### config.mk
export PLATFORM = sky130hd
export DESIGN_NAME = three_level_feedback_scheduler_top
export DESIGN_NICKNAME = d
export VERILOG_FILES = /design/src/hw/rtl/tlfs_pkg.sv /design/src/hw/rtl/tlfs_ring.sv /design/src/hw/rtl/three_level_feedback_scheduler_top.sv
export SDC_FILE = /design/constraint.sdc
export NUM_CORES = 1
export LEC_CHECK = 0
export BUFFER_PORTS_ARGS = -buffer_cell sky130_fd_sc_hd__buf_4
export CAP_MARGIN = 20
export CORE_UTILIZATION = 40
export CTS_BUF_LIST = sky130_fd_sc_hd__clkbuf_2 sky130_fd_sc_hd__clkbuf_4 sky130_fd_sc_hd__clkbuf_8
export DETAILED_ROUTE_END_ITERATION = 8
export HOLD_SLACK_MARGIN = 0.05
export PLACE_DENSITY = 0.59
export SLEW_MARGIN = 15
export SYNTH_ARGS = -nofsm -noshare
export SYNTH_HDL_FRONTEND = slang
export SYNTH_SLANG_ARGS = --single-unit
### constraint.sdc
create_clock -name clk -period 10.4 [get_ports clk]
set_input_delay 0 -clock clk [delete_from_list [all_inputs] [get_ports clk]]
set_output_delay 0 -clock clk [all_outputs]
set_load 0.01 [all_outputs]
### src/hw/rtl/tlfs_pkg.sv
// Shared types and codes of the three-level feedback scheduler.
package tlfs_pkg;

    typedef logic [2:0] job_t;
    typedef logic [3:0] quota_t;
    typedef logic [3:0] runs_t;

    typedef enum logic [1:0] {
        MODE_LOAD     = 2'd0,
        MODE_DISPATCH = 2'd1,
        MODE_EXPIRE   = 2'd2,
        MODE_FINISH   = 2'd3
    } mode_t;

    typedef enum logic [2:0] {
        ST_LOADED     = 3'd0,
        ST_DISPATCHED = 3'd1,
        ST_ALL_DONE   = 3'd2,
        ST_REQUEUED   = 3'd3,
        ST_FINISHED   = 3'd4,
        ST_NO_CURRENT = 3'd5
    } status_t;

    typedef enum logic [1:0] {
        LV_HIGH   = 2'd0,
        LV_MEDIUM = 2'd1,
        LV_LOW    = 2'd2
    } level_t;

    typedef enum logic {
        CFG_HIGH_QUOTA   = 1'b0,
        CFG_MEDIUM_QUOTA = 1'b1
    } cfg_index_t;

    localparam quota_t HIGH_QUOTA_RESET   = 4'd2;
    localparam quota_t MEDIUM_QUOTA_RESET = 4'd4;
    localparam runs_t  RUNS_MAX           = 4'd15;

    // status of one ring as seen by the scheduler
    typedef struct packed {
        logic empty;
        logic full;
        job_t head;
    } ring_status_t;

endpackage

### src/hw/rtl/tlfs_ring.sv
// FIFO ring of job ids with a prefetched, registered head word.
module tlfs_ring #(
    parameter int DEPTH = 8
) (
    input  logic                   clk,
    input  logic                   rst_n,
    input  logic                   push,
    input  tlfs_pkg::job_t         push_data,
    input  logic                   pop,
    output tlfs_pkg::ring_status_t status
);

    localparam int AW = $clog2(DEPTH);
    localparam int CW = $clog2(DEPTH + 1);

    logic [AW-1:0]  head_reg, head_next;
    logic [CW-1:0]  count_reg, count_next;
    logic [AW:0]    tail_sum;
    logic [AW-1:0]  tail;
    logic           full, empty, do_push, do_pop;
    tlfs_pkg::job_t mem [DEPTH];
    tlfs_pkg::job_t head_data_reg;

    always_comb
    begin
        empty    = (count_reg == '0);
        full     = (count_reg == CW'(DEPTH));
        do_push  = push && !full;
        do_pop   = pop && !empty;
        tail_sum = {1'b0, head_reg} + (AW + 1)'(count_reg);
        if (tail_sum >= (AW + 1)'(DEPTH))
        begin
            tail_sum = tail_sum - (AW + 1)'(DEPTH);
        end
        tail = tail_sum[AW-1:0];

        head_next = head_reg;
        if (do_pop)
        begin
            head_next = (head_reg == AW'(DEPTH - 1)) ? '0 : head_reg + 1'b1;
        end

        count_next = count_reg;
        if (do_push && !do_pop)
        begin
            count_next = count_reg + 1'b1;
        end
        else if (do_pop && !do_push)
        begin
            count_next = count_reg - 1'b1;
        end
    end

    always_ff @(posedge clk or negedge rst_n)
    begin
        if (!rst_n)
        begin
            head_reg  <= '0;
            count_reg <= '0;
        end
        else
        begin
            head_reg  <= head_next;
            count_reg <= count_next;
        end
    end

    // read follows the next head; a word written to that slot is forwarded
    always_ff @(posedge clk)
    begin
        if (do_push)
        begin
            mem[tail] <= push_data;
        end
        if (do_push && (tail == head_next))
        begin
            head_data_reg <= push_data;
        end
        else
        begin
            head_data_reg <= mem[head_next];
        end
    end

    assign status.empty = empty;
    assign status.full  = full;
    assign status.head  = head_data_reg;

endmodule

### src/hw/rtl/three_level_feedback_scheduler_top.sv
// Top level of the three-level feedback job scheduler.
// Takes one command word per cycle (load, dispatch, slice expired, finished) while out_ready
// lets the result register drain, and returns one result word per command: an input register,
// then one pass of ring-selection and per-job bookkeeping logic into the result register. Each
// ring keeps its head word prefetched from its memory, so back-to-back pops and push-then-pop
// need no bubble. Rings hold MAX_JOBS entries each; a push into a full ring is dropped. Quotas
// are written through the cfg channel (index 0 high quota, index 1 medium quota); the user must
// write them only while the block is idle, which the block itself does not enforce.
module three_level_feedback_scheduler_top #(
    parameter int MAX_JOBS = 8
) (
    input  logic       clk,
    input  logic       rst_n,
    input  logic       in_valid,
    output logic       in_ready,
    input  logic [1:0] mode,
    input  logic [2:0] job_id,
    output logic       out_valid,
    input  logic       out_ready,
    output logic [2:0] status,
    output logic [2:0] job,
    output logic [1:0] level,
    input  logic       cfg_valid,
    output logic       cfg_ready,
    input  logic       cfg_index,
    input  logic [3:0] cfg_data
);

    // job ids are 3 bits wide, so at most eight jobs carry per-job state
    localparam int         JOB_SLOTS = (MAX_JOBS < 8) ? MAX_JOBS : 8;
    localparam int         JW        = $clog2(JOB_SLOTS);
    localparam logic [3:0] JOB_LIMIT = 4'(JOB_SLOTS);

    // input stage
    logic                s1_valid_reg;
    tlfs_pkg::mode_t     mode_reg;
    tlfs_pkg::job_t      job_id_reg;
    logic                proc_fire;

    // result stage
    logic                out_valid_reg;
    tlfs_pkg::status_t   status_reg, status_next;
    tlfs_pkg::job_t      job_reg, job_next;
    tlfs_pkg::level_t    level_reg, level_next;

    // scheduler state
    tlfs_pkg::quota_t    high_quota_reg, medium_quota_reg;
    logic                cur_valid_reg, cur_valid_next;
    tlfs_pkg::job_t      cur_job_reg, cur_job_next;
    tlfs_pkg::level_t    job_level_reg [JOB_SLOTS];
    tlfs_pkg::runs_t     high_runs_reg [JOB_SLOTS];
    tlfs_pkg::runs_t     medium_runs_reg [JOB_SLOTS];

    tlfs_pkg::ring_status_t hi_st, md_st, lo_st;
    logic                hi_push, md_push, lo_push;
    logic                hi_pop, md_pop, lo_pop;

    logic                id_ok;
    logic                got;
    tlfs_pkg::job_t      pop_job, sel_job, wr_job;
    tlfs_pkg::level_t    rd_level, lv_new;
    tlfs_pkg::runs_t     rd_hr, rd_mr, hr_inc, mr_inc;
    logic                push_req;
    tlfs_pkg::level_t    push_lv;
    logic                level_we, runs_we;
    tlfs_pkg::level_t    level_wdata;
    tlfs_pkg::runs_t     hr_wdata, mr_wdata;

    assign proc_fire = s1_valid_reg && (!out_valid_reg || out_ready);
    assign in_ready  = !s1_valid_reg || proc_fire;
    assign cfg_ready = 1'b1;

    always_comb
    begin
        id_ok   = ({1'b0, job_id_reg} < JOB_LIMIT);
        got     = !hi_st.empty || !md_st.empty || !lo_st.empty;
        pop_job = !hi_st.empty ? hi_st.head : (!md_st.empty ? md_st.head : lo_st.head);
        sel_job = (mode_reg == tlfs_pkg::MODE_DISPATCH) ? pop_job : cur_job_reg;
        wr_job  = (mode_reg == tlfs_pkg::MODE_LOAD) ? job_id_reg : cur_job_reg;

        rd_level = job_level_reg[sel_job[JW-1:0]];
        rd_hr    = high_runs_reg[sel_job[JW-1:0]];
        rd_mr    = medium_runs_reg[sel_job[JW-1:0]];
        hr_inc   = (rd_hr == tlfs_pkg::RUNS_MAX) ? rd_hr : rd_hr + 1'b1;
        mr_inc   = (rd_mr == tlfs_pkg::RUNS_MAX) ? rd_mr : rd_mr + 1'b1;

        // run count and demotion on slice expiry
        hr_wdata = rd_hr;
        mr_wdata = rd_mr;
        case (rd_level)
            tlfs_pkg::LV_HIGH:
            begin
                hr_wdata = hr_inc;
                lv_new   = (hr_inc >= high_quota_reg) ? tlfs_pkg::LV_MEDIUM
                                                      : tlfs_pkg::LV_HIGH;
            end
            tlfs_pkg::LV_MEDIUM:
            begin
                mr_wdata = mr_inc;
                lv_new   = (mr_inc >= medium_quota_reg) ? tlfs_pkg::LV_LOW
                                                        : tlfs_pkg::LV_MEDIUM;
            end
            default:
            begin
                lv_new = tlfs_pkg::LV_LOW;
            end
        endcase

        status_next    = tlfs_pkg::ST_LOADED;
        job_next       = '0;
        level_next     = tlfs_pkg::LV_HIGH;
        cur_valid_next = cur_valid_reg;
        cur_job_next   = cur_job_reg;
        push_req       = 1'b0;
        push_lv        = tlfs_pkg::LV_HIGH;
        level_we       = 1'b0;
        runs_we        = 1'b0;
        level_wdata    = tlfs_pkg::LV_HIGH;
        hi_pop         = 1'b0;
        md_pop         = 1'b0;
        lo_pop         = 1'b0;

        unique case (mode_reg)
            tlfs_pkg::MODE_LOAD:
            begin
                status_next = tlfs_pkg::ST_LOADED;
                job_next    = job_id_reg;
                if (id_ok)
                begin
                    level_we = 1'b1;
                    runs_we  = 1'b1;
                    hr_wdata = '0;
                    mr_wdata = '0;
                    push_req = 1'b1;
                end
            end
            tlfs_pkg::MODE_DISPATCH:
            begin
                hi_pop = !hi_st.empty;
                md_pop = hi_st.empty && !md_st.empty;
                lo_pop = hi_st.empty && md_st.empty && !lo_st.empty;
                cur_valid_next = got;
                if (got)
                begin
                    cur_job_next = pop_job;
                    status_next  = tlfs_pkg::ST_DISPATCHED;
                    job_next     = pop_job;
                    level_next   = rd_level;
                end
                else
                begin
                    status_next = tlfs_pkg::ST_ALL_DONE;
                end
            end
            tlfs_pkg::MODE_EXPIRE:
            begin
                if (!cur_valid_reg)
                begin
                    status_next = tlfs_pkg::ST_NO_CURRENT;
                end
                else
                begin
                    cur_valid_next = 1'b0;
                    level_we       = 1'b1;
                    runs_we        = 1'b1;
                    level_wdata    = lv_new;
                    push_req       = 1'b1;
                    push_lv        = lv_new;
                    status_next    = tlfs_pkg::ST_REQUEUED;
                    job_next       = cur_job_reg;
                    level_next     = lv_new;
                end
            end
            tlfs_pkg::MODE_FINISH:
            begin
                if (!cur_valid_reg)
                begin
                    status_next = tlfs_pkg::ST_NO_CURRENT;
                end
                else
                begin
                    cur_valid_next = 1'b0;
                    status_next    = tlfs_pkg::ST_FINISHED;
                    job_next       = cur_job_reg;
                    level_next     = rd_level;
                end
            end
        endcase

        hi_push = proc_fire && push_req && (push_lv == tlfs_pkg::LV_HIGH);
        md_push = proc_fire && push_req && (push_lv == tlfs_pkg::LV_MEDIUM);
        lo_push = proc_fire && push_req && (push_lv == tlfs_pkg::LV_LOW);
        hi_pop  = proc_fire && hi_pop;
        md_pop  = proc_fire && md_pop;
        lo_pop  = proc_fire && lo_pop;
    end

    tlfs_ring #(.DEPTH(MAX_JOBS)) u_high_ring (
        .clk       (clk),
        .rst_n     (rst_n),
        .push      (hi_push),
        .push_data (wr_job),
        .pop       (hi_pop),
        .status    (hi_st)
    );

    tlfs_ring #(.DEPTH(MAX_JOBS)) u_medium_ring (
        .clk       (clk),
        .rst_n     (rst_n),
        .push      (md_push),
        .push_data (wr_job),
        .pop       (md_pop),
        .status    (md_st)
    );

    tlfs_ring #(.DEPTH(MAX_JOBS)) u_low_ring (
        .clk       (clk),
        .rst_n     (rst_n),
        .push      (lo_push),
        .push_data (wr_job),
        .pop       (lo_pop),
        .status    (lo_st)
    );

    always_ff @(posedge clk or negedge rst_n)
    begin
        if (!rst_n)
        begin
            s1_valid_reg     <= 1'b0;
            out_valid_reg    <= 1'b0;
            cur_valid_reg    <= 1'b0;
            cur_job_reg      <= '0;
            high_quota_reg   <= tlfs_pkg::HIGH_QUOTA_RESET;
            medium_quota_reg <= tlfs_pkg::MEDIUM_QUOTA_RESET;
            for (int i = 0; i < JOB_SLOTS; i++)
            begin
                job_level_reg[i]   <= tlfs_pkg::LV_HIGH;
                high_runs_reg[i]   <= '0;
                medium_runs_reg[i] <= '0;
            end
        end
        else
        begin
            if (in_ready)
            begin
                s1_valid_reg <= in_valid;
            end
            if (proc_fire)
            begin
                out_valid_reg <= 1'b1;
            end
            else if (out_ready)
            begin
                out_valid_reg <= 1'b0;
            end
            if (proc_fire)
            begin
                cur_valid_reg <= cur_valid_next;
                cur_job_reg   <= cur_job_next;
                if (level_we)
                begin
                    job_level_reg[wr_job[JW-1:0]] <= level_wdata;
                end
                if (runs_we)
                begin
                    high_runs_reg[wr_job[JW-1:0]]   <= hr_wdata;
                    medium_runs_reg[wr_job[JW-1:0]] <= mr_wdata;
                end
            end
            if (cfg_valid && cfg_ready)
            begin
                unique case (tlfs_pkg::cfg_index_t'(cfg_index))
                    tlfs_pkg::CFG_HIGH_QUOTA:   high_quota_reg   <= cfg_data;
                    tlfs_pkg::CFG_MEDIUM_QUOTA: medium_quota_reg <= cfg_data;
                endcase
            end
        end
    end

    // payload words
    always_ff @(posedge clk)
    begin
        if (in_valid && in_ready)
        begin
            mode_reg   <= tlfs_pkg::mode_t'(mode);
            job_id_reg <= job_id;
        end
        if (proc_fire)
        begin
            status_reg <= status_next;
            job_reg    <= job_next;
            level_reg  <= level_next;
        end
    end

    assign out_valid = out_valid_reg;
    assign status    = status_reg;
    assign job       = job_reg;
    assign level     = level_reg;

    // expiry or finish always leaves no current job
    assert property (@(posedge clk) disable iff (!rst_n)
        proc_fire && (mode_reg == tlfs_pkg::MODE_EXPIRE || mode_reg == tlfs_pkg::MODE_FINISH)
        |=> !cur_valid_reg)
    else $error("current job still valid after expiry or finish");

    // a dispatch makes a job current exactly when it reports one
    assert property (@(posedge clk) disable iff (!rst_n)
        proc_fire && (mode_reg == tlfs_pkg::MODE_DISPATCH)
        |=> cur_valid_reg == (status_reg == tlfs_pkg::ST_DISPATCHED))
    else $error("current job does not match dispatch result");

    // a valid load always leaves the high ring non-empty
    assert property (@(posedge clk) disable iff (!rst_n)
        proc_fire && (mode_reg == tlfs_pkg::MODE_LOAD) && id_ok |=> !hi_st.empty)
    else $error("high ring empty after load");

endmodule

==> metrics.txt <==
clock root buffer clkbuf_8; Final Hold Viols 0; ys async rst share about 55%; CTS buffer count 38; Seq/Total Area, Yosys 55.3%; CTS tree done; outcome complete, no violations; layout cells sized above 1 18.9%; DR WL/cell approximately 19 um; GP Congestion roughly 0.81; Main synth FF type dfrtp_1; number of flops mapped to enable cells by yosys 85; I/O pin count 26; global route overflow 0; via count about 6700; final wirelength 23300 um; core area 0.0246 mm2; CP Launch Type flip-flop; Final Util a little under half; Worst path max stage delay around 890 ps; largest net degree at the start of global routing a little over 70; vias in the first global route 6808; fmax 128 MHz; P_leak between 4 and 5 nW; worst min-delay path class in2reg; Power Density 294 mW/mm2; # clock sinks roughly 210; Clock Tree Buf Depth 3; initial antenna violation count 0; Ant. Diodes 0; reg2reg start u_high_ring.count_reg[1]; DP HPWL between 15000 and 20000 um; Worst Setup SP u_high_ring.count_reg[1]; # fillers between 2000 and 2500; remaining antenna violation count 0; Clk pin slew, worst setup/hold paths 60 ps; sequential cell area between 0.005 and 0.006 mm2; Arr. time, crit path just over 8000 ps; first-pass GRT wire length 37600 um; cell area after layout ~0.012 mm2; Period minus WS final between 7000 and 8000 ps; Post-Syn Instances ~800; crit path max fanout 18; Finished Layout Cells about 1200; syn_nets ~850; # rows 57; DR iter-0 viols between 400 and 500; Final Skew 38.3 ps; DR DRC count 0; post-CTS setup buffers 0; clock latency on the worst-skew pair approximately 540 ps; max_slew headroom 32.9%; Setup crit end u_medium_ring.count_reg[3]; final worst-path cycle share 75.1%; R2R Setup Slk about 2600 ps; Most common cell on crit path ha_1; Final setup viols 0; Synth warnings 0; Max Cap Viol 0; class of the most critical setup path reg2reg; die extent in x approximately 160 um; Worst-Margin Slew about 1000 ps; Total GRT Usage between 10% and 20%; synthesized flop and latch total ~210; Starting Density between 40% and 50%; Final TNS setup 0 ps; Crit. End Element flip-flop; placed instance count 1122; Placed Instance Area ~0.011 mm2; Syn Area/Cell 12.6 um2; H-tree level count 2; Worst VDD drop around 0.00013 V; die extent in y around 160 um; post-synth cell types between 70 and 80; Die ar. 0.0260 mm2; area occupied by multi-input gates around 0.0043 mm2; R2R depth 26; IO buf count 24; unrepaired setup endpoints after global routing no; Initial DRT Pass Iterations 4; slowest CP cell or4_1; Critical R2R Capture u_medium_ring.count_reg[3]; area grow syn2layout 14.5%; layout net count between 900 and 1000; Worst EP required around 11000 ps; Slew Limit Fails 0; DR vias/cell ~5.5; Syn Std Cell Area slightly above 0.01 mm2
[power breakdown]
group	leakage [nW]	switching, W	internal (W)
clock network	0.415	0.000339	0.000442
registers	2.36	0.000142	0.00106
logic	1.94	0.000865	0.000568
[cells in the mapped netlist, drive strengths merged, types with 7 or more instances]
library cell	instances	area, um2
dfrtp	113	2830
edfxtp	85	2550
nand2	76	285
mux2	37	417
nor2	35	134
o21ai	35	175
mux2i	34	340
a22o	33	289
ha	28	350
inv	25	93.8
a21oi	21	109
clkbuf	21	80.1
mux4	18	405
nor3	18	90.1
nand3	17	85.1
o41ai	16	140
xnor2	16	140
nor4	15	93.8
buf	14	92.6
nand2b	13	81.3
a21o	10	75.1
and3	9	56.3
dfxtp	9	180
and2	8	50.1
xor2	7	61.3
[critical path, delay by kind of cell, from the launching register on]
family | cells | cell delay [ps]
muxes | 1 | 250
and+or+nand+nor | 7 | 2240
AOI/OAI and AO/OA | 9 | 3140
xor gates and xnor gates | 3 | 430
adders and majority gates | 4 | 950
DFF | 1 | 470
buffers and inverters | 2 | 190
[per-layer routing]
metal	global-route usage (%)	vias up	routed length, um
li1	-	3181	-
met1	25.5	3308	10900
met2	29.5	137	10900
met3	3.16	51	918
met4	6.90	0	623
met5	0.189	-	0
[worst min path at each step]
| stage | endpoint | cells after the start | from | slack [ps] |
|---|---|---|---|---|
| CTS | mode_reg[0] | 2 | mode[0] | 150 |
| global placement | out_valid | 1 | rst_n | 30 |
| detailed placement | out_valid | 1 | rst_n | 40 |
| floorplan | cur_job_reg[0] | 0 | rst_n | -300 |
| global route | mode_reg[0] | 2 | mode[0] | 170 |
| finish | mode_reg[0] | 2 | mode[0] | 180 |
[placed cells by master, fill, tap and decap left out, drive strengths merged, types with 6 or more instances in the layout]
master / count
mux2: 37
ha: 28
edfxtp: 85
inv: 26
mux2i: 34
dfxtp: 9
xnor2: 16
clkinv: 12
buf: 30
nand2b: 13
dlygate4sd3: 22
and3: 9
clkbuf: 54
mux4: 18
o41ai: 16
and2: 8
a21o: 10
nor3: 18
a22o: 33
fa: 6
nor2: 35
nor4: 15
nand2: 76
dfrtp: 113
xor2: 7
nand3: 17
o21ai: 35
a21oi: 21
[per-stage QoR]
step | worst slack [ps] | power, W | hold slack (ps)
6_report | 2580 | 0.00342 | 183
5_1_grt | 1910 | 0.00366 | 168
4_1_cts | 2640 | 0.00344 | 154
3_5_place_dp | 2660 | 0.00264 | 36.4
3_3_place_gp | 2840 | 0.00263 | 26.5
2_1_floorplan | 4080 | 0.00225 | -296
[layout make-up]
| cell class | instances | share of cell area, % |
|---|---|---|
| well taps | 324 | 3.49 |
| inverters | 25 | 0.808 |
| multi-input cells | 535 | 36.7 |
| clock buffers | 54 | 5.75 |
| repair buffers | 52 | 4.01 |
| flip-flops and latches | 209 | 48.3 |
| clock inverters | 15 | 0.894 |
[repair_timing]
action	in CTS	in global routing
resized for setup	0	0
endpoints found under the hold margin	65	0
hold buffers	23	0
[kinds of logic (layout without fill, tap and decap cells)]
kind of cell             Yosys count  in the layout  synth area share [%]
other                              1              1                0.0370
AO/OA/AOI/OAI                    170            170                  12.9
buffers and inverters             60            146                  2.63
flip-flops                       209            209                  55.3
AND/OR/NAND/NOR                  218            218                  11.0
XOR/XNOR                          23             23                  1.99
adder cells (fa/ha/maj)           34             34                  4.64
multiplexers                      89             89                  11.5
No activity file was read; power rests on OpenSTA's default activity.
